### src/sv/gam_pkg.sv
// Shared types, widths and codes for the geo area membership core.
package gam_pkg;

   // Field and datapath widths
   localparam int unsigned POS_W  = 20;              // x_pos, y_pos, geo_value
   localparam int unsigned TRIG_W = 16;              // cos/sin, Q2.14
   localparam int unsigned HALF_W = 16;              // radius and half-axes, meters
   localparam int unsigned PROD_W = POS_W + TRIG_W;  // one rotation product
   localparam int unsigned ROT_W  = PROD_W + 1;      // rotated coordinate
   localparam int unsigned MAG_W  = PROD_W;          // |rotated coordinate|
   localparam int unsigned QUO_W  = 18;              // |u| in Q16, up to 3.0
   localparam int unsigned SQ_W   = 2 * QUO_W;       // |u|^2 in Q32
   localparam int unsigned FRAC_W = 16;              // Q16 fraction bits
   localparam int unsigned TERM_W = SQ_W - FRAC_W;   // u^2 in Q16
   localparam int unsigned FSUM_W = 22;              // unsaturated F

   // Configuration port
   localparam int unsigned CSR_IDX_W = 3;
   localparam int unsigned CSR_DAT_W = 16;

   // Pipeline depth per section
   localparam int unsigned ROT_STAGES = 3;
   localparam int unsigned DIV_STAGES = QUO_W + 2;
   localparam int unsigned CMB_STAGES = 3;
   localparam int unsigned LATENCY    = ROT_STAGES + DIV_STAGES + CMB_STAGES;

   // Constants
   localparam logic [QUO_W-1:0]         RATIO_CLAMP = 18'd196608;  // 3.0 in Q16
   localparam logic signed [FSUM_W-1:0] ONE_Q16     = 22'sd65536;  // 1.0 in Q16
   localparam logic signed [POS_W-1:0]  SAT_MIN     = 20'h80000;   // -8.0 in Q4.16

   // Register indexes
   localparam logic [CSR_IDX_W-1:0] CSR_SHAPE_KIND = 3'd0;
   localparam logic [CSR_IDX_W-1:0] CSR_HALF_A     = 3'd1;
   localparam logic [CSR_IDX_W-1:0] CSR_HALF_B     = 3'd2;
   localparam logic [CSR_IDX_W-1:0] CSR_COS_ZENITH = 3'd3;
   localparam logic [CSR_IDX_W-1:0] CSR_SIN_ZENITH = 3'd4;

   // Shape codes; the unused code behaves as an ellipse
   localparam logic [1:0] SHAPE_CIRCLE  = 2'd0;
   localparam logic [1:0] SHAPE_RECT    = 2'd1;
   localparam logic [1:0] SHAPE_ELLIPSE = 2'd2;

   typedef struct packed {
      logic signed [POS_W-1:0] x_pos;
      logic signed [POS_W-1:0] y_pos;
   } req_type;

   typedef struct packed {
      logic signed [POS_W-1:0] geo_value;
      logic                    inside_res;
      logic                    degenerate;
   } rsp_type;

endpackage

### src/sv/gam_divider.sv
// Pipelined restoring divider: |coordinate| / half-length, one quotient bit per stage, clamped.
module gam_divider (
   input  logic                          clock,
   input  logic                          reset,
   input  logic                          in_valid,
   input  logic [gam_pkg::MAG_W-1:0]     dividend,
   input  logic [gam_pkg::HALF_W-1:0]    divisor,
   output logic                          out_valid,
   output logic [gam_pkg::QUO_W-1:0]     ratio
);

   localparam int unsigned MagW = gam_pkg::MAG_W;
   localparam int unsigned QuoW = gam_pkg::QUO_W;

   logic [MagW-1:0] rem_ff   [0:QuoW-1];
   logic [QuoW-1:0] quo_ff   [0:QuoW];
   logic            ovf_ff   [0:QuoW];
   logic            valid_ff [0:QuoW];
   logic [MagW-1:0] limit;
   logic [QuoW-1:0] ratio_ff, ratio_in;
   logic            out_valid_ff;

   // quotient of 2^QuoW or more is past the clamp
   assign limit = MagW'({divisor, QuoW'(0)});

   always_ff @(posedge clock) begin
      rem_ff[0] <= dividend;
      quo_ff[0] <= '0;
      ovf_ff[0] <= (dividend >= limit);
   end

   always_ff @(posedge clock) begin
      if (reset) begin
         valid_ff[0] <= 1'b0;
      end else begin
         valid_ff[0] <= in_valid;
      end
   end

   for (genvar k = 0; k < QuoW; k++) begin : g_step
      logic [MagW-1:0] shifted;
      logic            fits;
      logic [QuoW-1:0] quo_in;

      always_comb begin
         shifted = MagW'(divisor) << (QuoW - 1 - k);
         fits    = (rem_ff[k] >= shifted);
         quo_in  = quo_ff[k];
         quo_in[QuoW-1-k] = fits;
      end

      always_ff @(posedge clock) begin
         quo_ff[k+1] <= quo_in;
         ovf_ff[k+1] <= ovf_ff[k];
      end

      always_ff @(posedge clock) begin
         if (reset) begin
            valid_ff[k+1] <= 1'b0;
         end else begin
            valid_ff[k+1] <= valid_ff[k];
         end
      end

      // the last remainder is not needed
      if (k < QuoW - 1) begin : g_rem
         always_ff @(posedge clock) begin
            rem_ff[k+1] <= fits ? (rem_ff[k] - shifted) : rem_ff[k];
         end
      end
   end

   always_comb begin
      if (ovf_ff[QuoW] || (quo_ff[QuoW] > gam_pkg::RATIO_CLAMP)) begin
         ratio_in = gam_pkg::RATIO_CLAMP;
      end else begin
         ratio_in = quo_ff[QuoW];
      end
   end

   always_ff @(posedge clock) begin
      ratio_ff <= ratio_in;
   end

   always_ff @(posedge clock) begin
      if (reset) begin
         out_valid_ff <= 1'b0;
      end else begin
         out_valid_ff <= valid_ff[QuoW];
      end
   end

   assign out_valid = out_valid_ff;
   assign ratio     = ratio_ff;

endmodule

### config.mk
export PLATFORM = sky130hd
export DESIGN_NAME = gam_divider
export DESIGN_NICKNAME = d
export VERILOG_FILES = /design/src/sv/gam_pkg.sv /design/src/sv/gam_divider.sv
export SDC_FILE = /design/constraint.sdc
export NUM_CORES = 2
export LEC_CHECK = 0
export BUFFER_PORTS_ARGS = -buffer_cell sky130_fd_sc_hd__buf_2
export CAP_MARGIN = 15
export CORE_ASPECT_RATIO = 1.25
export CORE_MARGIN = 2
export CORE_UTILIZATION = 60
export CTS_CLUSTER_SIZE = 10
export DETAILED_ROUTE_END_ITERATION = 10
export GPL_TIMING_DRIVEN = 1
export PLACE_DENSITY = 0.82
export SLEW_MARGIN = 40
export SYNTH_ARGS = -nofsm -noshare
export SYNTH_HDL_FRONTEND = slang
export SYNTH_SLANG_ARGS = --single-unit
### constraint.sdc
create_clock -name clock -period 4.25 [get_ports clock]
set_clock_uncertainty 0.05 [all_clocks]
set_input_delay 0.425 -clock clock [delete_from_list [all_inputs] [get_ports clock]]
set_output_delay 0.425 -clock clock [all_outputs]
set_load 0.1 [all_outputs]
After elaboration in Yosys (flattened, before gate mapping) --
Memories as Yosys holds them, arrays and structs flattened. A register that Yosys moved wholly into a read port is not among the register bits. Cells that the tools add are included.
Cells by class: divide/modulo/power cells 0, shift operators 0, $mul 0, reductions and logical operators 1, mux-type cells 39, bitwise gates (word level) 19, $lt $le $gt $ge 20, equality and inequality tests 0, add/subtract/negate cells 17
Operators with widths (number):
- $mux 36 | 17
- $ge 36x16->1 | 1
- $ge 36x17->1 | 1
- $ge 36x18->1 | 1
- $ge 36x19->1 | 1
- $ge 36x20->1 | 1
- $ge 36x21->1 | 1
- $ge 36x22->1 | 1
- $ge 36x23->1 | 1
- $ge 36x24->1 | 1
- $ge 36x25->1 | 1
- $ge 36x26->1 | 1
- $ge 36x27->1 | 1
- $ge 36x28->1 | 1
- $ge 36x29->1 | 1
- $ge 36x30->1 | 1
- $ge 36x31->1 | 1
- $ge 36x32->1 | 1
- $ge 36x33->1 | 1
- $ge 36x34->1 | 1
- $sub 36x17->36 | 1
- $sub 36x18->36 | 1
- $sub 36x19->36 | 1
- $sub 36x20->36 | 1
- 17 further kinds | 56
Storage, ports and cells: memory bits (read-only) 0, RAM bits 1028, memories 4, flip-flop bits (word level) 18, bits in latches 0, input bits 55
Memories:
- rem_ff | words 18, bits a word 36, read ports 18, clocked after memory_dff 0, write ports 18, RTL line gam_divider.sv:15 | logic [MagW-1:0] rem_ff [0:QuoW-1];
- quo_ff | words 19, bits a word 18, read ports 19, clocked after memory_dff 0, write ports 19, RTL line gam_divider.sv:16 | logic [QuoW-1:0] quo_ff [0:QuoW];
- ovf_ff | words 19, bits a word 1, read ports 19, clocked after memory_dff 0, write ports 19, RTL line gam_divider.sv:17 | logic ovf_ff [0:QuoW];
- valid_ff | words 19, bits a word 1, read ports 19, clocked after memory_dff 1, write ports 19, RTL line gam_divider.sv:18 | logic valid_ff [0:QuoW];

Longest topological paths before layout --
depth after elaboration 3, gate-level depth with buffers 13, gate-level depth less buffers 12

Worst setup path after synthesis --
OpenSTA, ideal clock, no wires.
path kind input port to flip-flop, from input divisor[7] (netlist bit), to memory rem_ff[2][19] (netlist bit), cell stages on the path 10, arrival 3167 ps, data required time 4079 ps, setup time 121 ps, buffers on the path 0, setup slack 912 ps, cells stage by stage inv_1 -> ha_1 -> a21oi_1 -> o21ai_0 -> a21o_1 -> a211oi_1 -> o211ai_1 -> nor3_1 -> inv_2 -> mux2_2
RTL lines:
- from (decl) | RTL line gam_divider.sv:7 | input logic [gam_pkg::HALF_W-1:0] divisor,
- to (decl) | RTL line gam_divider.sv:15

==> metrics.md <==
| Metric | Value |
|---|---|
| Outcome | `finished, final reports clean` |
| Overall routing resource usage | `28.62%` |
| Critical Path AT | `3870 ps` |
| Mapped Avg Cell Area | `9.678 µm²` |
| Vias | `30330` |
| Worst setup EP type | `flip-flop` |
| CTS tree | `done` |
| Hold-fix buffers, CTS | `37` |
| Setup_tns | `0 ps` |
| Max clock buf depth | `3` |
| Fraction of registers with async set/reset | `0%` |
| Non-filler cells, final | `5059` |
| Global-route wire length before repair | `152500 µm` |
| DRC Markers | `0` |
| Setup bufs post-CTS | `0` |
| Vias in the first global route | `30140` |
| Clock transition at path regs | `50 ps` |
| Yosys reg bits | `876` |
| Crit share post-route | `79.67%` |
| Share of layout cells above drive strength 1 | `8.504%` |
| Die X | `231.3 µm` |
| PD cells | `767.3 nW/µm²` |
| Maxcap violations | `0` |
| Most instantiated library cell after synthesis | `dfxtp_1` |
| Row count | `104` |
| Post-DP HPWL | `roughly 70000 µm` |
| Max rail drop VDD | `0.4445 mV` |
| Slew Viols, Final | `0` |
| Worst-margin pin slew | `853.4 ps` |
| DP Cell Count | `4908` |
| Top FF cell, synth | `dfxtp_1` |
| Cell Area, Placed | `40450 µm²` |
| Violation count after the first detailed-route iteration | `1961` |
| Final Cell Area | `43510 µm²` |
| CTS sink count | `roughly 880` |
| Fraction of post-synthesis cell area in the top cell type by area | `45.27%` |
| Hold crit path type | `in -> reg` |
| Routed vias/inst | `5.994` |
| Clock buffer count from CTS | `98` |
| Final GP Congestion | `roughly 0.95` |
| LEAKAGE | `roughly 18 nW` |
| Clock root cell | `clkbuf_16` |
| Synth top area cells | `dfxtp_1 45%, ha_1 9.8%, xnor2_1 4.5%` |
| H-tree depth | `3` |
| Initial Util | `~60%` |
| # IOs | `74` |
| Cell Area, Synth | `38740 µm²` |
| NumNets Final | `4573` |
| Sequential share of the synthesized area | `45.27%` |
| Die area | `66630 µm²` |
| Initial antenna violation count | `4` |
| Fmax | `295.4 MHz` |
| GR Overflow Total | `0` |
| CP Launch Type | `flip-flop` |
| Synthesized Nets | `4379` |
| DRT Wirelength | `96340 µm` |
| Yosys warning total | `0` |
| Synth cell count leaders | `876 x dfxtp_1, 304 x ha_1, 289 x nor2_1` |
| Post-synth EDFFs | `0` |
| Worst Setup Path Type | `reg -> reg` |
| Area growth syn-to-layout | `12.32%` |
| Die Height | `~290 µm` |
| PostCTS Resize Cnt | `0` |
| Critical path required time | `4740 ps` |
| Core Area | `64150 µm²` |
| PortBufs | `73` |
| Final hold vios | `0` |
| Max_slew headroom | `a little over two fifths` |
| Synth area leader | `dfxtp_1` |
| RSZ-0062 raised after global routing | `no` |
| Post-synth cell types | `75` |
| CP max FO | `9` |
| Final setup vio count | `0` |
| Minimum clock period | `3386 ps` |
| Clk_lat worst skew | `670 ps` |
| Post-DRT Antenna Nets | `0` |
| Mapped Cells | `4003` |
| Pre-antenna DRT Iters | `5` |
| Routed WL per cell | `19.04 µm` |
| Largest net degree at the start of global routing | `37` |
-- worst max-delay path, cell delays in order (launching register included) --
cell	delay, ps
dfxtp_1	310
inv_1	60
ha_1	160
inv_1	60
fa_1	420
a211oi_1	340
o21ai_0	190
a31oi_1	310
o21bai_1	100
a21oi_1	300
o21bai_1	300
nor4_1	300
mux2_2	370
-- layout by cell type (no fill, tap or decap), drive strengths merged, types with 54 or more instances in the layout --
cell type and n:
o21ai 223, a21oi 288, nor2 289, dfxtp 876
ha 304, mux2 60, inv 125, nand3 74
a21o 106, xnor2 200, xor2 174, buf 137
nand2 261, o21a 54, nor4 93, clkbuf 104
nor3 88, nor2b 72
-- kinds of logic after synthesis --
kind of cell / share of synthesized area (%)
fa+ha+maj: 10.70
mux: 1.770
compound gates: 15.34
xor+xnor: 8.455
buf+inv: 2.025
flops: 45.27
simple gates: 16.45
-- final timing paths --
check	from	end	slack (ps)	depth (start not counted)
setup reg to reg	rem_ff[16][1]	rem_ff[17][19]	860	12
hold / removal	reset	valid_ff[18]	90	2
setup / recovery	rem_ff[16][1]	rem_ff[17][19]	860	12
hold reg to reg	quo_ff[10][13]	quo_ff[11][13]	260	0
-- flip-flops by register name, summed over array words and instances (netlist names) --
signal     count
quo_ff       171
ratio         18
out_valid      1
rem_ff       648
valid_ff      19
ovf_ff        19
-- area by class of cell --
class | instances | area [µm²]
diodes | 1 | 2.502
multi-input cells | 2924 | 20490
fillers | 4798 | 20640
well taps | 848 | 1061
clock buffers | 104 | 2485
clock inverters | 9 | 200.2
inverters | 123 | 461.7
repair buffers | 174 | 1279
flip-flops and latches | 876 | 17540
-- per-stage QoR --
stage                     utilization [%]  power, mW  hold WS, ps  setup slack [ps]
after global routing                67.83      35.49        112.9             605.2
final                               67.83      33.39        91.92             864.2
after CTS                           67.81      33.30        64.82             920.8
after floorplan                         -      22.41        259.6             912.5
after detailed placement            63.05      25.72        262.1             531.9
after global placement              63.04      25.43        259.5             438.5
-- metal layers --
layer / global-route usage [%] / vias to the layer above / routed length, µm
li1: - / 14740 / -
met1: 30.43 / 14310 / 36360
met2: 52.79 / 946 / 49270
met3: 4.279 / 324 / 4656
met4: 17.90 / 6 / 6003
met5: 0 / - / 42
-- report_power, final --
group | internal (mW) | total [mW] | switching [mW] | leakage, nW
combinational | 6.03 | 13.2 | 7.15 | 9.70
sequential | 10.8 | 12.8 | 2.09 | 7.32
clock | 4.19 | 7.37 | 3.18 | 1.31
No activity file was read; power rests on OpenSTA's default activity.
