==> src/sv/gam_pkg.sv <==
// Shared types, widths and codes for the geo area membership core.
package gam_pkg;

   // Field and datapath widths
   localparam int unsigned POS_W  = 20;              // x_pos, y_pos, geo_value
   localparam int unsigned TRIG_W = 16;              // cos/sin, Q2.14
   localparam int unsigned HALF_W = 16;              // radius and half-axes, meters
   localparam int unsigned PROD_W = POS_W + TRIG_W;  // one rotation product
   localparam int unsigned ROT_W  = PROD_W + 1;      // rotated coordinate
   localparam int unsigned MAG_W  = PROD_W;          // |rotated coordinate|
   localparam int unsigned QUO_W  = 18;              // |u| in Q16, up to 3.0
   localparam int unsigned SQ_W   = 2 * QUO_W;       // |u|^2 in Q32
   localparam int unsigned FRAC_W = 16;              // Q16 fraction bits
   localparam int unsigned TERM_W = SQ_W - FRAC_W;   // u^2 in Q16
   localparam int unsigned FSUM_W = 22;              // unsaturated F

   // Configuration port
   localparam int unsigned CSR_IDX_W = 3;
   localparam int unsigned CSR_DAT_W = 16;

   // Pipeline depth per section
   localparam int unsigned ROT_STAGES = 3;
   localparam int unsigned DIV_STAGES = QUO_W + 2;
   localparam int unsigned CMB_STAGES = 3;
   localparam int unsigned LATENCY    = ROT_STAGES + DIV_STAGES + CMB_STAGES;

   // Constants
   localparam logic [QUO_W-1:0]         RATIO_CLAMP = 18'd196608;  // 3.0 in Q16
   localparam logic signed [FSUM_W-1:0] ONE_Q16     = 22'sd65536;  // 1.0 in Q16
   localparam logic signed [POS_W-1:0]  SAT_MIN     = 20'h80000;   // -8.0 in Q4.16

   // Register indexes
   localparam logic [CSR_IDX_W-1:0] CSR_SHAPE_KIND = 3'd0;
   localparam logic [CSR_IDX_W-1:0] CSR_HALF_A     = 3'd1;
   localparam logic [CSR_IDX_W-1:0] CSR_HALF_B     = 3'd2;
   localparam logic [CSR_IDX_W-1:0] CSR_COS_ZENITH = 3'd3;
   localparam logic [CSR_IDX_W-1:0] CSR_SIN_ZENITH = 3'd4;

   // Shape codes; the unused code behaves as an ellipse
   localparam logic [1:0] SHAPE_CIRCLE  = 2'd0;
   localparam logic [1:0] SHAPE_RECT    = 2'd1;
   localparam logic [1:0] SHAPE_ELLIPSE = 2'd2;

   typedef struct packed {
      logic signed [POS_W-1:0] x_pos;
      logic signed [POS_W-1:0] y_pos;
   } req_type;

   typedef struct packed {
      logic signed [POS_W-1:0] geo_value;
      logic                    inside_res;
      logic                    degenerate;
   } rsp_type;

endpackage

==> src/sv/gam_rotate.sv <==
// Rotation of the point into the shape frame and magnitude of both coordinates.
module gam_rotate (
   input  logic                             clock,
   input  logic                             reset,
   input  logic                             in_valid,
   input  gam_pkg::req_type                 in_data,
   input  logic signed [gam_pkg::TRIG_W-1:0] cos_zenith,
   input  logic signed [gam_pkg::TRIG_W-1:0] sin_zenith,
   output logic                             out_valid,
   output logic [gam_pkg::MAG_W-1:0]        mag_x,
   output logic [gam_pkg::MAG_W-1:0]        mag_y
);

   localparam int unsigned ProdW   = gam_pkg::PROD_W;
   localparam int unsigned RotW    = gam_pkg::ROT_W;
   localparam int unsigned MagW    = gam_pkg::MAG_W;
   localparam int unsigned NStages = gam_pkg::ROT_STAGES;

   logic [NStages-1:0]       valid_ff, valid_in;
   logic signed [ProdW-1:0]  pcx_ff, psy_ff, pcy_ff, psx_ff;
   logic signed [ProdW-1:0]  pcx_in, psy_in, pcy_in, psx_in;
   logic signed [RotW-1:0]   xr_ff, yr_ff, xr_in, yr_in;
   logic [MagW-1:0]          mag_x_ff, mag_y_ff, mag_x_in, mag_y_in;

   always_comb begin
      valid_in = {valid_ff[NStages-2:0], in_valid};
      // stage 1: four products
      pcx_in = ProdW'(cos_zenith) * ProdW'(in_data.x_pos);
      psy_in = ProdW'(sin_zenith) * ProdW'(in_data.y_pos);
      pcy_in = ProdW'(cos_zenith) * ProdW'(in_data.y_pos);
      psx_in = ProdW'(sin_zenith) * ProdW'(in_data.x_pos);
      // stage 2: rotated coordinates
      xr_in = RotW'(pcx_ff) + RotW'(psy_ff);
      yr_in = RotW'(pcy_ff) - RotW'(psx_ff);
      // stage 3: magnitudes
      mag_x_in = xr_ff[RotW-1] ? MagW'(-xr_ff) : MagW'(xr_ff);
      mag_y_in = yr_ff[RotW-1] ? MagW'(-yr_ff) : MagW'(yr_ff);
   end

   always_ff @(posedge clock) begin
      if (reset) begin
         valid_ff <= '0;
      end else begin
         valid_ff <= valid_in;
      end
   end

   always_ff @(posedge clock) begin
      pcx_ff   <= pcx_in;
      psy_ff   <= psy_in;
      pcy_ff   <= pcy_in;
      psx_ff   <= psx_in;
      xr_ff    <= xr_in;
      yr_ff    <= yr_in;
      mag_x_ff <= mag_x_in;
      mag_y_ff <= mag_y_in;
   end

   assign out_valid = valid_ff[NStages-1];
   assign mag_x     = mag_x_ff;
   assign mag_y     = mag_y_ff;

endmodule

==> config.mk <==
export PLATFORM = sky130hd
export DESIGN_NAME = gam_rotate
export DESIGN_NICKNAME = d
export VERILOG_FILES = /design/src/sv/gam_pkg.sv /design/src/sv/gam_rotate.sv
export SDC_FILE = /design/constraint.sdc
export NUM_CORES = 2
export LEC_CHECK = 0
export ABC_CLOCK_PERIOD_IN_PS = 7600
export BUFFER_PORTS_ARGS = -buffer_cell sky130_fd_sc_hd__clkbuf_2
export CORE_ASPECT_RATIO = 1.4
export CORE_MARGIN = 2
export CORE_UTILIZATION = 55
export DETAILED_ROUTE_END_ITERATION = 12
export GPL_ROUTABILITY_DRIVEN = 1
export PLACE_DENSITY = 0.72
export SLEW_MARGIN = 0
export SYNTH_ARGS = -nofsm -noshare
export SYNTH_HDL_FRONTEND = slang
export SYNTH_SLANG_ARGS = --single-unit
==> constraint.sdc <==
create_clock -name clock -period 7.6 [get_ports clock]
set_input_delay 0.76 -clock clock [delete_from_list [all_inputs] [get_ports clock]]
set_output_delay 0.76 -clock clock [all_outputs]
set_load 0.02 [all_outputs]
# After elaboration in Yosys (flattened, before gate mapping)
# Cells that the tools add are included.
[word_totals]
ff_bits = 293
latchBits = 0
ram_bits = 0
mem_bits_ro = 0
in_bits = 75
out_inout_bits = 73
word_cells = 19
memories = 0
[classes]
n_addsub = 4
multipliers = 4
div_mod_pow = 0
order_cmp = 0
eq_ne = 0
shift = 0
mux = 2
bitwise = 0
n_reduce_logical = 0
[op_table]
columns = ["operator", "n"]
rows = [
  ["16-bit by 20-bit multiplier with 36-bit output", 4],
  ["36-bit 2-to-1 mux", 2],
  ["36-bit negator", 2],
  ["36-bit by 36-bit adder with 37-bit output", 1],
  ["36-bit by 36-bit subtractor with 37-bit output", 1],
]

# Depth between registers and ports, before layout
[depth]
word_depth = 2
ltp_mapped = 25
ltp_nobuf = 23

# Least setup slack after synthesis
# OpenSTA, ideal clock, no wires.
[synth_timing]
path_type = "input port to flip-flop"
start = "input port in_data[30] in the netlist's numbering"
end = "register pcx_ff[34]"
setup_time_ps = 72
arrival_time_ps = 6506
t_required_ps = 7528
setup_slack_ps = 1022
cell_stages = 19
n_path_buf = 1
cell_sequence = "clkbuf_1 > nand2_1 > fa_1 > fa_1 > fa_1 > fa_1 > inv_1 > fa_1 > fa_1 > ha_1 > a2111oi_0 > nand2_1 > o221ai_1 > o21ai_0 > nand3_1 > nand3b_1 > a311o_1 > a311oi_1 > xnor2_1"
[synth_between]
elab_chain_cells = 1
[synth_lines]
columns = ["item", "line_no", "source"]
rows = [
  ["start, declared", "gam_rotate.sv:6", "input gam_pkg::req_type in_data,"],
  ["16-bit by 20-bit multiplier with 36-bit output", "gam_rotate.sv:28", "pcx_in = ProdW'(cos_zenith) * ProdW'(in_data.x_pos);"],
  ["via pcx_in[34]", "gam_rotate.sv:21", "logic signed [ProdW-1:0] pcx_in, psy_in, pcy_in, psx_in;"],
  ["end signal, assigned", "gam_rotate.sv:49", "pcx_ff <= pcx_in;"],
  ["end, declared", "gam_rotate.sv:20", "logic signed [ProdW-1:0] pcx_ff, psy_ff, pcy_ff, psx_ff;"],
]
# The timed path passes the listed nets, and every way through them passes these cells.
# A chain may end at the register's enable or synchronous reset.

# Worst setup path after layout
[layout_timing]
start = "input port in_data[8] in the netlist's numbering"
end = "register pcy_ff[32]"
[layout_between]
elab_chain_cells = 1
[layout_lines]
columns = ["item", "line_no", "source"]
rows = [
  ["16-bit by 20-bit multiplier with 36-bit output", "gam_rotate.sv:30", "pcy_in = ProdW'(cos_zenith) * ProdW'(in_data.y_pos);"],
  ["via pcy_in[32]", "gam_rotate.sv:21", ""],
  ["end signal, assigned", "gam_rotate.sv:51", "pcy_ff <= pcy_in;"],
  ["end, declared", "gam_rotate.sv:20", ""],
]
# The timed path passes the listed nets, and every way through them passes these cells.

==> impl_results.md <==
* Status: completed
* Post-synthesis mux area share at 0
* Antenna Violating Nets Remaining at 0
* CP peak stage delay at 0.65 ns
* Post-synth top flop: dfxtp_1
* Via/cell ratio at approximately 5.5
* Crit-path most repeated cell: fa_1
* EDFF count, synth at 0
* Delay-heaviest family, CP: adder cells
* Synth area leader: fa_1
* Resized cells post-CTS at 0
* Die Height at about 390 µm
* Global-route wire length before repair at 233 mm
* Cells along the critical path: clkbuf_2 > buf_4 > nand2_1 > fa_1 > fa_1 > fa_1 > fa_1 > inv_1 > fa_1 > fa_1 > ha_1 > a211o_1 > a2111oi_0 > buf_4 > o2111ai_1 > a31oi_1 > o21ai_0 > a31o_2 > a21oi_1 > xnor2_1
* Final setup vio count at 0
* Post-CTS Setup Bufs at 0
* Clk sinks at between 200 and 300
* Die X at between 200 and 300 µm
* Cell with the most instances after synthesis: inv_1
* MaxCap Viol Count at 0
* Bufs and invs on worst path at 4
* WP data arrival at 7.37 ns
* Avg Cell Area, Syn at 9.21 µm²
* Largest net degree at the start of global routing at between 40 and 50
* Max Clock Skew at 0.0133 ns
* CTS H-tree lvls at 1
* Top cells by area, synth: fa_1 (44%), dfxtp_1 (10%), inv_1 (9.5%), ha_1 (9.3%), and2_1 (6.4%)
* Worst setup SP type: primary input
* Critical Path RT at between 8 and 9 ns
* CTS tree: done
* Hold buffer count at cts at 0
* DRT iter0 DRCs at about 2500
* Synth top cells by count: inv_1 (1470), fa_1 (1274), nand2_1 (712)
* Root Driver: clkbuf_16
* Area Growth Syn to Fin at 6.21%
* Layout cells sized above 1 at 0.0588
* Starting Density at 0.552
* Max Buffers Root-to-Sink at 3
* Post-Syn Instances at roughly 6300
* Antenna violations before repair at 8
* Relative slew slack at 0.126
* Post-Synth XOR/XNOR Area at 0.0436
* Vias in the first global route at 45700
* Yosys cell types at between 70 and 80
* Final cycle utilization of the critical path at 0.900
* CTS buffer count at 29
* Clock Latency Late Sink at about 0.60 ns
* Seq/Total Area, Yosys at 0.101
* Dpl hpwl at about 120 mm
* Fmax at ~150 MHz
* Largest family of logic cells by synthesized area: adder cells
* Final slew viol count at 0
* Total Routing Usage GR at 0.271
* FILL cells at between 9000 and 10000
* Synthesized flop and latch total at 293
* Routability cong. at 0.913
* First-pass iteration count of the detailed router at 6
* Fin crit period at around 6.8 ns
* Nature of the critical path endpoint: register
* Top-Level Pins at 148
* # nets final at ~8000
* Residual DRC at 0
* Adder-cell share of the synthesized area at 0.533
* Min-Delay Path Class: in -> reg
* Fin. Hold Viols at 0
* Worst-path fanout max at 21
* Area share of the largest cell type after synthesis at 0.439
* Vias at around 42000
* Wirelength per Cell at 18.1 µm
* Slowest cell on crit path: a2111oi_0
* Synthesized area at 58100 µm²
* Number of port buffers at between 100 and 150
* Rows at around 140
* Worst-path clk slew at 0.07 ns
* Synth warnings at 0
* Post-Synth Simple-Gate Area at 0.144
* Die Area at 108000 µm²
* Syn nets at about 8100
* Setup TNS at 0 ns
* Worst Setup Path Type: in -> reg
* Total wire length at 140 mm
* Overflow after GRT at 0
* Core ar. at approximately 110000 µm²
* RSZ-0062 raised after global routing: no
* Pin slew with the least headroom to its limit at between 1 and 1.5 ns
* Fraction of registers with async set/reset at 0
* Synth Area in Compound Gates at 0.0661
[through the flow]
step                      std cells  hold WS [ns]  setup WS [ns]  cell area (µm²)  utilization
after floorplan                6304         0.364           1.02            58100            -
after global placement         7683         0.393          0.261            60700        0.577
after detailed placement       7683         0.397          0.234            60700        0.577
after CTS                      7737         0.302          0.841            61700        0.587
after global routing           7739         0.326          0.416            61700        0.587
final                          7743         0.346          0.759            61700        0.587
[kinds of logic (layout without fill, tap and decap cells)]
| logic type | count (synthesis) | in the layout |
|---|---|---|
| AOI/OAI and AO/OA | 593 | 593 |
| xor gates and xnor gates | 289 | 289 |
| adders and majority gates | 1708 | 1708 |
| buffers and inverters | 1742 | 1817 |
| DFF | 293 | 293 |
| other | 0 | 6 |
| and+or+nand+nor | 1679 | 1679 |
[registers in the layout, indices dropped and copies added, names as in the netlist]
register / cells
psx_ff: 36
mag_x: 36
xr_ff: 37
pcy_ff: 36
pcx_ff: 36
psy_ff: 36
valid_ff: 3
mag_y: 36
yr_ff: 37
[final cells by class]
| type | instances | area (µm²) | area share |
|---|---|---|---|
| antenna | 6 | 15.0 | 0.000243 |
| clock buffer | 39 | 823 | 0.0133 |
| clock inverter | 15 | 154 | 0.00249 |
| inverter | 1471 | 5520 | 0.0895 |
| multi-input combinational | 4269 | 45700 | 0.740 |
| sequential | 293 | 5870 | 0.0951 |
| tap | 1358 | 1700 | 0.0275 |
| timing repair buffer | 292 | 1950 | 0.0316 |
[worst paths after layout]
path	start	endpoint	slack [ns]	depth (start not counted)
max reg2reg	yr_ff[4]	mag_y[30]	3.80	10
min	reset	valid_ff[2]	0.35	2
max	in_data[8]	pcy_ff[32]	0.76	20
min reg2reg	xr_ff[0]	mag_x[0]	0.40	0
[layer usage]
metal	up-vias	share of wire	GRT usage
li1	18800	-	-
met1	21600	0.37	0.327
met2	1473	0.50	0.470
met3	411	0.064	0.0347
met4	12	0.065	0.149
met5	-	0.00055	0
[cell usage in the layout (no fill, tap or decap), types with 19 or more instances in the layout]
master     instances
nand3_1           31
a31oi_1           19
nand2_1          712
clkbuf_16         29
a21o_1            95
fa_1            1274
xor2_1            51
nor2b_1           26
inv_1           1470
a21oi_1          172
clkbuf_2         147
nor2_1           160
o21ai_0          115
ha_1             434
o21a_1            32
xnor2_1          238
o21bai_1          31
buf_4            135
and2_1           598
nor3_1            28
dfxtp_1          293
o31ai_1           30
nand2b_1          33
Power is left out: the tool's default activity adds up to more than one toggle a clock period on the data nets, which glitch-free logic cannot reach.
