## src/sv/gam_pkg.sv

```systemverilog
// Shared types, widths and codes for the geo area membership core.
package gam_pkg;

   // Field and datapath widths
   localparam int unsigned POS_W  = 20;              // x_pos, y_pos, geo_value
   localparam int unsigned TRIG_W = 16;              // cos/sin, Q2.14
   localparam int unsigned HALF_W = 16;              // radius and half-axes, meters
   localparam int unsigned PROD_W = POS_W + TRIG_W;  // one rotation product
   localparam int unsigned ROT_W  = PROD_W + 1;      // rotated coordinate
   localparam int unsigned MAG_W  = PROD_W;          // |rotated coordinate|
   localparam int unsigned QUO_W  = 18;              // |u| in Q16, up to 3.0
   localparam int unsigned SQ_W   = 2 * QUO_W;       // |u|^2 in Q32
   localparam int unsigned FRAC_W = 16;              // Q16 fraction bits
   localparam int unsigned TERM_W = SQ_W - FRAC_W;   // u^2 in Q16
   localparam int unsigned FSUM_W = 22;              // unsaturated F

   // Configuration port
   localparam int unsigned CSR_IDX_W = 3;
   localparam int unsigned CSR_DAT_W = 16;

   // Pipeline depth per section
   localparam int unsigned ROT_STAGES = 3;
   localparam int unsigned DIV_STAGES = QUO_W + 2;
   localparam int unsigned CMB_STAGES = 3;
   localparam int unsigned LATENCY    = ROT_STAGES + DIV_STAGES + CMB_STAGES;

   // Constants
   localparam logic [QUO_W-1:0]         RATIO_CLAMP = 18'd196608;  // 3.0 in Q16
   localparam logic signed [FSUM_W-1:0] ONE_Q16     = 22'sd65536;  // 1.0 in Q16
   localparam logic signed [POS_W-1:0]  SAT_MIN     = 20'h80000;   // -8.0 in Q4.16

   // Register indexes
   localparam logic [CSR_IDX_W-1:0] CSR_SHAPE_KIND = 3'd0;
   localparam logic [CSR_IDX_W-1:0] CSR_HALF_A     = 3'd1;
   localparam logic [CSR_IDX_W-1:0] CSR_HALF_B     = 3'd2;
   localparam logic [CSR_IDX_W-1:0] CSR_COS_ZENITH = 3'd3;
   localparam logic [CSR_IDX_W-1:0] CSR_SIN_ZENITH = 3'd4;

   // Shape codes; the unused code behaves as an ellipse
   localparam logic [1:0] SHAPE_CIRCLE  = 2'd0;
   localparam logic [1:0] SHAPE_RECT    = 2'd1;
   localparam logic [1:0] SHAPE_ELLIPSE = 2'd2;

   typedef struct packed {
      logic signed [POS_W-1:0] x_pos;
      logic signed [POS_W-1:0] y_pos;
   } req_type;

   typedef struct packed {
      logic signed [POS_W-1:0] geo_value;
      logic                    inside_res;
      logic                    degenerate;
   } rsp_type;

endpackage

```

## src/sv/gam_combine.sv

```systemverilog
// Squares of the axis ratios, shape function, saturation and the result register.
module gam_combine (
   input  logic                       clock,
   input  logic                       reset,
   input  logic                       in_valid,
   input  logic [gam_pkg::QUO_W-1:0]  ratio_x,
   input  logic [gam_pkg::QUO_W-1:0]  ratio_y,
   input  logic [1:0]                 shape_kind,
   input  logic                       degenerate,
   output logic                       out_valid,
   output gam_pkg::rsp_type           out_data
);

   localparam int unsigned SqW     = gam_pkg::SQ_W;
   localparam int unsigned FracW   = gam_pkg::FRAC_W;
   localparam int unsigned FsumW   = gam_pkg::FSUM_W;
   localparam int unsigned PosW    = gam_pkg::POS_W;
   localparam int unsigned NStages = gam_pkg::CMB_STAGES;

   logic [NStages-1:0]       valid_ff, valid_in;
   logic [SqW-1:0]           sq_x_ff, sq_y_ff, sq_x_in, sq_y_in;
   logic signed [FsumW-1:0]  fx_ff, fy_ff, fx_in, fy_in;
   logic signed [FsumW-1:0]  sum, pick, sat;
   logic signed [PosW-1:0]   geo;
   gam_pkg::rsp_type         rsp_ff, rsp_in;

   always_comb begin
      valid_in = {valid_ff[NStages-2:0], in_valid};
      // stage 1: squares in Q32
      sq_x_in = SqW'(ratio_x) * SqW'(ratio_x);
      sq_y_in = SqW'(ratio_y) * SqW'(ratio_y);
      // stage 2: per-axis terms 1 - u^2 in Q16
      fx_in = gam_pkg::ONE_Q16 - $signed(FsumW'(sq_x_ff[SqW-1:FracW]));
      fy_in = gam_pkg::ONE_Q16 - $signed(FsumW'(sq_y_ff[SqW-1:FracW]));
      // stage 3: combine per shape and saturate
      sum = fx_ff + fy_ff - gam_pkg::ONE_Q16;
      if (shape_kind == gam_pkg::SHAPE_RECT) begin
         pick = (fx_ff < fy_ff) ? fx_ff : fy_ff;
      end else begin
         pick = sum;
      end
      sat = (pick < FsumW'(gam_pkg::SAT_MIN)) ? FsumW'(gam_pkg::SAT_MIN) : pick;
      geo = degenerate ? gam_pkg::SAT_MIN : sat[PosW-1:0];
      rsp_in.geo_value  = geo;
      rsp_in.inside_res = ~geo[PosW-1];
      rsp_in.degenerate = degenerate;
   end

   always_ff @(posedge clock) begin
      if (reset) begin
         valid_ff <= '0;
      end else begin
         valid_ff <= valid_in;
      end
   end

   always_ff @(posedge clock) begin
      sq_x_ff <= sq_x_in;
      sq_y_ff <= sq_y_in;
      fx_ff   <= fx_in;
      fy_ff   <= fy_in;
      rsp_ff  <= rsp_in;
   end

   assign out_valid = valid_ff[NStages-1];
   assign out_data  = rsp_ff;

endmodule
```

## config.mk

```make
export PLATFORM = sky130hd
export DESIGN_NAME = gam_combine
export DESIGN_NICKNAME = d
export VERILOG_FILES = /design/src/sv/gam_pkg.sv /design/src/sv/gam_combine.sv
export SDC_FILE = /design/constraint.sdc
export NUM_CORES = 1
export LEC_CHECK = 0
export CORE_ASPECT_RATIO = 0.7
export CORE_MARGIN = 2
export CORE_UTILIZATION = 45
export DETAILED_ROUTE_END_ITERATION = 10
export DONT_BUFFER_PORTS = 1
export PLACE_DENSITY_LB_ADDON = 0.1
export SKIP_LAST_GASP = 1
export SLEW_MARGIN = 15
export SYNTH_ARGS = -nofsm -noshare
export SYNTH_HDL_FRONTEND = slang
export SYNTH_SLANG_ARGS = --single-unit
```

## constraint.sdc

```tcl
create_clock -name clock -period 7.4 [get_ports clock]
set_input_delay 0.74 -clock clock [delete_from_list [all_inputs] [get_ports clock]]
set_output_delay 0.74 -clock clock [all_outputs]
set_load 0.005 [all_outputs]
```

======== After elaboration in Yosys (flattened, before gate mapping) ========
Cells that the tools add are included.
word-level totals
  output and inout bits ................... 23
  memories ................................ 0
  flip-flop bits (word level) ............. 139
  input bits .............................. 42
  logic and storage cells ................. 24
  bits in read-only memories .............. 0
  RAM bits ................................ 0
  latch bits .............................. 0
operators by class
  shift operators ......................... 0
  magnitude comparators ................... 2
  $add $sub $neg .......................... 4
  equality and inequality tests ........... 1
  muxes and demuxes ....................... 4
  divide/modulo/power cells ............... 0
  bitwise gates (word level) .............. 1
  multipliers ............................. 2
  reduce and logical (&&, ||, !) cells .... 1
operator list
  operator                                                                number
  18-bit by 18-bit multiplier with 36-bit output                          2
  22-bit two-way mux                                                      2
  17-bit by 20-bit subtractor with 21-bit output, first input constant    2
  20-bit two-way mux                                                      2
  21-bit by 21-bit adder with 22-bit output                               1
  22-bit by 20-bit < comparator with 1-bit output, second input constant  1
  22-bit by 18-bit subtractor with 22-bit output, second input constant   1
  21-bit < comparator                                                     1
  2-bit by 1-bit equality test with 1-bit output, second input constant   1
  2-bit OR reduction                                                      1
  1-bit inverter                                                          1

======== Depth between registers and ports, before layout ========
Gate-level depths: netlist of the first run.
  depth after elaboration ................. 7
  mapped depth ............................ 26

======== Least setup slack after synthesis of the first run ========
OpenSTA, ideal clock, no wires.
  kind .................................... input-to-reg
  start point ............................. in ratio_x[15] (netlist name)
  end point ............................... reg sq_x_ff[35]
  cell stages on the path ................. 22
  path buffers ............................ 2
  arrival ................................. 6.743 ns
  library setup time ...................... 0.115 ns
  required time ........................... 7.285 ns
  slack ................................... 0.542 ns
  path through ............................ clkbuf_1 -> clkbuf_1 -> nand2_1 -> fa_1 -> fa_1 -> fa_1 -> inv_1 -> fa_1 -> fa_1 -> inv_1 -> fa_1 -> inv_1 -> ha_1 -> a21oi_1 -> o21ai_1 -> a211o_1 -> a21o_1 -> a32oi_2 -> o41ai_1 -> o41a_1 -> or4_1 -> and3_1
on the way
  longest elaborated chain between the ends .. 1
ends and longest elaborated chain
  item                                            RTL line           RTL
  from (decl)                                     gam_combine.sv:6   input logic [gam_pkg::QUO_W-1:0] ratio_x,
  18-bit by 18-bit multiplier with 36-bit output  gam_combine.sv:30  sq_x_in = SqW'(ratio_x) * SqW'(ratio_x);
  via sq_x_in[35]                                 gam_combine.sv:21  logic [SqW-1:0] sq_x_ff, sq_y_ff, sq_x_in, sq_y_in;
  to (signal assigned)                            gam_combine.sv:58  sq_x_ff <= sq_x_in;
  to (decl)                                       gam_combine.sv:21
The timed path passes the listed nets, and every way through them passes these cells.
A chain may end at the register's enable or synchronous reset.

======== Worst setup path after layout of the first run ========
  start point ............................. in ratio_x[7] (netlist name)
  end point ............................... reg sq_x_ff[35]
Same word-level chain as after synthesis.

==> qor.txt, run 1 <==
Worst setup path startpoint: ratio_x[7]
Final ANT Viol Nets: 0
Global-route wire length before repair: 84.4 mm
Place WS: 490 ps
Starting Density: 45.3%
Syn Area/Cell: 9.29 um^2
Crit path max fanout: 18
Post-Synthesis Cells: 2390
Hold_buf cts: 0
WP data required: 7650 ps
Horiz. Die Dim: 270 um
Max Cap Viol: 0
DR WL/cell: 16.6 um
Vias in the first global route: 15755
Share of async-settable or async-resettable flops after synthesis: 0%
RSZ-0062 raised after global routing: no
Ports: 65
WS Path Type: primary input to flip-flop
Crit path DAT: 6790 ps
Mapped Nets: 3149
Synth unique cells: 63
Worst skew pair latency: 360 ps
Sequential area share after synthesis: 9.64%
Fin. max-slew vios: 0
YS warnings: 0
Final setup TNS: 0 ps
Most common cell after layout, fill and taps aside: inv_1
GRT Overall Usage: 20.8%
Root buf cell: clkbuf_16
F_max: 153 MHz
Final Setup Violations: 0
Status: completed
Initial antenna violation count: 0
Number of flops mapped to enable cells by yosys: 0
Min-Delay Path Class: flip-flop to flip-flop
Total grt overflow: 0
Worst R2R Setup Slack: 3350 ps
Layout area overhead: 4.37%
Flops & latches, synth: 107
Worst slew pin tran: 880 ps
Die Area: 0.0512 mm^2
R2r endpoint: out_data[6]
Total clock sinks: 107
H-Tree Depth: 3
RR Startpoint: fy_ff[1]
Final nets: 3112
Vias per inst: 4.82
Die Height: 190 um
Slew margin rel.: 41.2%
Worst setup path endpoint: sq_x_ff[35]
Post-CTS Setup Bufs: 0
Max Root-Sink Buffers: 2
PostCTS Resize Cnt: 0
Clk pin slew, worst setup/hold paths: 80 ps
Core Region: 0.0490 mm^2
Drt initial violations: 786
Worst reg2reg path depth: 15
Drt pass-1 iters: 5
Post-Place Cells: 3007
IO Port Bufs: 0
Worst setup SP type: primary input
Fraction of layout cells with a size suffix above 1: 2.50%
Endpoints failing hold: 0
Crit path capture type: flip-flop
Dpl hpwl: 42.4 mm
Final setup skew: 13.3 ps
CTS buffer count: 9
Final GP Congestion: 0.873
WL final: 50.3 mm
Min Clock Period, post-route: 6540 ps
Top_reg_cell synth: dfxtp_1
Cell Area, Synth: 0.0222 mm^2
Vias post-DR: 14585
Cell Area, Placed: 0.0229 mm^2
Final cell count without fillers: 3023
Largest net degree at the start of global routing: 37
PnR worst setup slack: 865 ps
ANT cells: 0
Commonest cells after routing, fill and taps aside: inv_1 (672), fa_1 (431), ha_1 (286)
Num rows: 68
DRC Markers: 0
Final Cycle Share: 88.3%
CTS tree: yes
Design Area, Final: 0.0232 mm^2
[worst max-delay path, stage by stage]
cell       delay (ps)
and2_1            180
fa_1              540
inv_1              50
fa_1              530
fa_1              520
inv_1              40
ha_1              290
fa_1              530
fa_1              430
ha_1              300
a211oi_1          240
nand2_1           120
a2111oi_2         350
o31ai_1           130
buf_4             190
a32oi_2           320
o41ai_1           130
buf_4             150
o41a_1            370
or4_1             470
and3_1            170
[logic make-up after synthesis]
family,Yosys count,synth area share (%)
compound gates,202,6.89
xor+xnor,108,4.26
fa+ha+maj,717,55.0
buf+inv,726,12.4
flops,107,9.64
mux,12,0.575
simple gates,518,11.3
[cell type report]
class	instances	area [um^2]
tap	665	832
inverter	672	2520
timing repair buffer	6	45.0
clock buffer	9	225
clock inverter	7	78.8
multi-input combinational	1557	17300
fill	4727	25800
sequential	107	2140
[cell usage after synthesis, types with 3 or more instances]
cell       count  area, um^2
inv_1        672        2520
fa_1         431        8630
ha_1         286        3580
nand2_1      213         800
and2_1       120         751
dfxtp_1      107        2140
nor2_1        81         304
xnor2_1       70         613
a21oi_1       67         335
clkbuf_1      50         188
xor2_1        38         333
a21o_1        28         210
o21ai_0       20         100
nor3_1        19        95.1
nor2b_1       13        81.3
and3_1        10        62.6
o21bai_1      10        75.1
a211oi_1       9        67.6
nand2b_1       9        56.3
nand4_1        9        56.3
or2_2          9        56.3
nand3_1        8        40.0
or4_1          8        60.1
a2111oi_1      7        70.1
a2111oi_4      7         193
a31oi_1        7        43.8
o21a_1         7        52.6
mux2_2         6        67.6
mux2i_1        6        60.1
or3_1          6        37.5
nor4_1         5        31.3
o21ai_1        5        25.0
a2111oi_2      3        45.0
nor3_2         3        30.0
o31ai_1        3        22.5
[worst min path at each step]
stage / from / to / cells after the start
after detailed placement: sq_x_ff[16] / fx_ff[0] / 0
after global routing: degenerate / out_data[0] / 0
after floorplan: sq_x_ff[16] / fx_ff[0] / 0
after global placement: sq_x_ff[16] / fx_ff[0] / 0
final: sq_x_ff[16] / fx_ff[0] / 0
after CTS: degenerate / out_data[0] / 0
[per-stage QoR]
step                utilization (%)  hold slack (ps)
floorplan                         -              364
global placement               46.7              381
global route                   47.3              386
finish                         47.3              393
CTS                            47.3              389
detailed placement             46.7              382
[state kept, by name, indices dropped and copies added, names as in the netlist]
| name | count |
|---|---|
| valid_ff | 3 |
| out_data | 22 |
| fy_ff | 21 |
| fx_ff | 21 |
| sq_y_ff | 20 |
| sq_x_ff | 20 |
[layer usage]
| metal | routed length [um] | global-route usage (%) | up-vias |
|---|---|---|---|
| li1 | - | - | 7088 |
| met1 | 28100 | 34.5 | 7181 |
| met2 | 19700 | 29.4 | 289 |
| met3 | 2250 | 2.41 | 27 |
| met4 | 304 | 2.35 | 0 |
| met5 | 0 | 0 | - |
Power of run 1 is left out: the tool's default activity adds up to more than one toggle a clock period on the data nets, which glitch-free logic cannot reach.
==> run 2: changes to the inputs <==
GPL_TIMING_DRIVEN = 0   (was default)
RECOVER_POWER = 25   (was default)
==> run 2 against run 1 <==
Compared with the run above:
- clock skew shrank 2.6 ps
- critical path depth fell by 1
- global-route usage is 0.37 points higher
- register-to-register slack worse by 70 ps
- worst hold slack improved by 1.2 ps
- cell area rose by 0.98%
- maximum frequency is 7.9% lower
- first-iteration DRC count shrank 9.2%
- flip-flop and latch count unchanged
- critical path type unchanged
- routed wire length up 1.8%
==> qor.txt, run 2 (synthesis gave the netlist of run 1 again) <==
WL final: 51.2 mm (+1.8%)
Drt pass-1 iters: 5 (unchanged)
Num rows: 68 (unchanged)
Most common cell after layout, fill and taps aside: inv_1
Final setup skew: 10.7 ps (-2.60 ps)
Crit path DAT: 7340 ps (+550 ps)
Final Cycle Share: 95.9% (+7.6 points)
CTS tree: yes
Horiz. Die Dim: 270 um (unchanged)
Final GP Congestion: 0.863 (-1.2%)
DR WL/cell: 16.7 um (+0.20%)
Layout area overhead: 5.39%
Min Clock Period, post-route: 7100 ps (+563 ps)
Status: completed
Total grt overflow: 0 (unchanged)
Fraction of layout cells with a size suffix above 1: 3.08% (+0.57 points)
Final Setup Violations: 0 (unchanged)
Commonest cells after routing, fill and taps aside: inv_1 (672), fa_1 (431), ha_1 (286)
Place WS: -704 ps (-1190 ps)
Initial antenna violation count: 4 (+4)
Starting Density: 45.3% (unchanged)
Largest net degree at the start of global routing: 20 (-46%)
Crit path capture type: flip-flop
Fin Hold WS: 394 ps (+1.18 ps)
Die Area: 0.0512 mm^2 (unchanged)
Clk pin slew, worst setup/hold paths: 80 ps (about the same)
Min-Delay Path Class: flip-flop to flip-flop
Fin. max-slew vios: 0 (unchanged)
Total clock sinks: 107 (unchanged)
IO Port Bufs: 0 (unchanged)
Dpl hpwl: 44.8 mm (+5.7%)
ANT cells: 0 (unchanged)
Endpoints failing hold: 0 (unchanged)
Hold_buf cts: 0 (unchanged)
Ports: 65 (unchanged)
Vias per inst: 4.88 (+1.2%)
Root buf cell: clkbuf_16
Max Root-Sink Buffers: 2 (unchanged)
Fillers: 4836 (+2.3%)
H-Tree Depth: 3 (unchanged)
Drt initial violations: 714 (-9.2%)
Vias in the first global route: 16298 (+3.4%)
Crit path max fanout: 10 (-8)
WP data required: 7640 ps (about the same)
Die Height: 190 um (unchanged)
GRT Overall Usage: 21.2% (+0.37 points)
Final ANT Viol Nets: 0 (unchanged)
PnR worst setup slack: 302 ps (-563 ps)
Final nets: 3160 (+1.5%)
WS Path Type: primary input to flip-flop
CTS buffer count: 9 (unchanged)
Worst skew pair latency: 360 ps (about the same)
F_max: 141 MHz (-7.9%)
Max reg flops: 22 (unchanged)
DRC Markers: 0 (unchanged)
Post-CTS Setup Bufs: 0 (unchanged)
Worst setup SP type: primary input
Core Region: 0.0490 mm^2 (unchanged)
RSZ-0062 raised after global routing: no
Vias post-DR: 14999 (+2.8%)
Global-route wire length before repair: 86.2 mm (+2.1%)
Max Cap Viol: 0 (unchanged)
Slew margin rel.: 30.7% (-10 points)
Worst slew pin tran: 1030 ps (+152 ps)
[run 2: changes by cell type in the layout (fill, tap and decap cells not counted), moves of 2 or more]
| cell | change |
|---|---|
| buf_2 | +4 |
| buf_4 | -6 |
| clkbuf_1 | +33 |
| clkinv_8 | -2 |
| clkbuf_2 | +15 |
[run 2: path summary, 6_finish.rpt]
| path | slack, ps | depth (start not counted) | from | end |
|---|---|---|---|---|
| hold / removal | 390 | 0 | sq_x_ff[16] | fx_ff[0] |
| setup / recovery | 300 | 20 | ratio_x[16] | sq_x_ff[35] |
| setup reg to reg | 3280 | 12 | fy_ff[1] | out_data[19] |
| hold reg to reg | 390 | 0 | sq_x_ff[16] | fx_ff[0] |
[run 2: what timing repair did]
action | 4_1_cts | 5_1_grt
setup endpoints to repair | 6 | 16
gates resized for setup | 9 | 25
pin swaps | 0 | 1
endpoints found under the hold margin | 0 | 0
[run 2: per-stage QoR]
stage          util (%)  setup TNS [ps]  area (um^2)  std cells
6_report           47.8               0        23400       3071
5_1_grt            47.8               0        23400       3071
4_1_cts            47.7               0        23400       3071
3_5_place_dp       47.0           -5380        23100       3055
3_3_place_gp       47.0          -10390        23000       3055
2_1_floorplan         -               0        22200       2390
[run 2: area by class of cell]
class / count / area (um^2) / area share (%)
plain buffers: 54 / 243 / 1.04
clock buffers: 10 / 239 / 1.02
clock inverters: 6 / 53.8 / 0.230
inverters: 672 / 2520 / 10.8
multi-input cells: 1557 / 17400 / 74.2
flip-flops and latches: 107 / 2140 / 9.15
well taps: 665 / 832 / 3.55
[run 2: worst max-delay path, stage by stage]
cell	delay (ps)
clkbuf_1	380
clkbuf_2	370
nand2_1	120
fa_1	530
fa_1	560
inv_1	60
fa_1	480
fa_1	580
fa_1	450
fa_1	450
ha_1	330
nand4_1	120
nor2_1	50
a211o_1	280
a21o_1	220
a32oi_4	310
o41ai_2	190
o41a_1	420
or4_1	480
and3_1	210
[run 2: routing by layer]
layer | vias to the layer above | part of all wire [%] | global-route usage [%] | routed length (um)
met5 | - | 0 | 0 | 0
met4 | 0 | 0.56 | 2.63 | 287
met3 | 25 | 4.5 | 2.45 | 2280
met2 | 268 | 42 | 31.9 | 21400
met1 | 7512 | 53 | 33.4 | 27200
li1 | 7194 | - | - | -
Power of run 2 is left out for the same reason.
==> run 3: changes to the inputs <==
clock period = 9.05 ns   (was 7.4 ns; I/O delays follow)
==> run 3 against run 2 <==
Compared with the run above:
- sequential share of layout area barely moved
- via count down 0.36%
- count of clock-buffer cells in the layout unchanged
- worst hold slack stayed put
- non-clock buffer count unchanged
- flip-flop and latch count did not move
- cell area decreased by 0.29%
- first-iteration DRC count is 0.98% lower
- worst setup slack improved by 810 ps
- clock skew increased by 0.73 ps
- cell count unchanged
- critical path depth up 1
- critical path type unchanged
==> qor.txt, run 3 (synthesis gave the netlist of run 1 again) <==
Min-Delay Path Class: flip-flop to flip-flop
DRC Markers: 0 (unchanged)
Endpoints failing hold: 0 (unchanged)
Status: completed
Multi-input logic area: 0.0173 mm^2 (-0.27%)
Horiz. Die Dim: 270 um (unchanged)
WS Path Type: primary input to flip-flop
PostCTS Resize Cnt: 0 (-9)
Min Clock Period, post-route: 7940 ps
Crit-path max cell delay: 820 ps (+240 ps)
Vias per inst: 4.87 (-0.36%)
Clk pin slew, worst setup/hold paths: 80 ps (about the same)
Layout area overhead: 5.09%
Cell Area, Placed: 0.0231 mm^2 (unchanged)
Ports: 65 (unchanged)
Starting Density: 45.3% (unchanged)
Hold_buf cts: 0 (unchanged)
Dpl hpwl: 44.8 mm (unchanged)
Num rows: 68 (unchanged)
Worst setup SP type: primary input
Die Area: 0.0512 mm^2 (unchanged)
Final setup TNS: 0 ps (unchanged)
Fillers: 4839 (+0.062%)
Root buf cell: clkbuf_16
Initial antenna violation count: 4 (unchanged)
RSZ-0062 raised after global routing: no
WL final: 51.1 mm (-0.27%)
Final Cycle Share: 87.7%
Max Root-Sink Buffers: 2 (unchanged)
Crit path max fanout: 10 (unchanged)
F_max: 126 MHz
IO Port Bufs: 0 (unchanged)
Core Region: 0.0490 mm^2 (unchanged)
Most common cell after layout, fill and taps aside: inv_1
GRT Overall Usage: 21.2% (about the same)
Final nets: 3160 (unchanged)
Crit path DAT: 8190 ps (+850 ps)
Worst slew pin tran: 1030 ps (-5.99 ps)
Fin. max-slew vios: 0 (unchanged)
Max Cap Viol: 0 (unchanged)
Final Setup Violations: 0 (unchanged)
CTS buffer count: 9 (unchanged)
Slew margin rel.: 31.1% (+0.40 points)
Sequential Area: 0.00214 mm^2 (unchanged)
Total grt overflow: 0 (unchanged)
Drt initial violations: 707 (-0.98%)
Crit path capture type: flip-flop
ANT cells: 0 (unchanged)
Commonest cells after routing, fill and taps aside: inv_1 (672), fa_1 (431), ha_1 (286)
Critical path, cell by cell: clkbuf_1 > nand2_1 > fa_1 > inv_1 > fa_1 > inv_1 > fa_1 > inv_1 > fa_1 > fa_1 > inv_1 > fa_1 > inv_1 > ha_1 > o211ai_1 > o31ai_2 > a32oi_2 > o41ai_1 > o41a_1 > a21oi_1 > xnor2_1
Largest net degree at the start of global routing: 20 (unchanged)
Total clock sinks: 107 (unchanged)
Slowest cell on the critical path: o31ai_2
Final setup skew: 11.4 ps (+0.725 ps)
Vias post-DR: 14945 (-0.36%)
Drt pass-1 iters: 5 (unchanged)
Global-route wire length before repair: 86.2 mm (about the same)
Crit path top cell by count: fa_1
Worst skew pair latency: 360 ps (about the same)
Final GP Congestion: 0.863 (unchanged)
Max reg flops: 22 (unchanged)
Fraction of layout cells with a size suffix above 1: 2.29% (-0.79 points)
Vias in the first global route: 16285 (-0.080%)
H-Tree Depth: 3 (unchanged)
WP data required: 9310 ps (+1670 ps)
DR WL/cell: 16.6 um (-0.27%)
Design Area, Final: 0.0233 mm^2 (-0.29%)
Die Height: 190 um (unchanged)
Final ANT Viol Nets: 0 (unchanged)
Post-CTS Setup Bufs: 0 (unchanged)
CTS tree: yes
run 3: final cells by class:
class | count | area share [%]
Buffer | 54 | 0.949
Clock buffer | 10 | 1.02
Clock inverter | 6 | 0.230
Inverter | 672 | 10.8
Multi-Input combinational cell | 1557 | 74.3
Sequential cell | 107 | 9.18
Tap cell | 665 | 3.56
run 3: routing by layer:
layer | wire length [um] | global-route usage (%)
met1 | 27300 | 33.4
met4 | 270 | 2.56
met3 | 2220 | 2.45
met5 | 0 | 0
met2 | 21300 | 31.9
run 3: metrics by stage:
stage,worst slack (ps),utilization [%],hold WS (ps),instances
final,1110,47.6,394,3071
after global routing,675,47.6,408,3071
after CTS,1160,47.6,395,3071
after detailed placement,781,47.0,384,3055
after global placement,335,47.0,381,3055
after floorplan,2030,-,364,2390
run 3: worst paths after layout:
kind	start	endpoint	slack, ps	cells after the start
max reg2reg	fy_ff[1]	out_data[19]	4920	15
max	ratio_x[4]	sq_x_ff[34]	1110	21
min reg2reg	sq_x_ff[16]	fx_ff[0]	390	0
min	sq_x_ff[16]	fx_ff[0]	390	0
run 3: critical path: cells and delay by family:
family	cells	cell delay (ps)
buffers and inverters	6	850
xor gates and xnor gates	1	250
adders and majority gates	7	3300
and+or+nand+nor	1	240
AOI/OAI and AO/OA	6	2620
Power of run 3 is left out for the same reason.
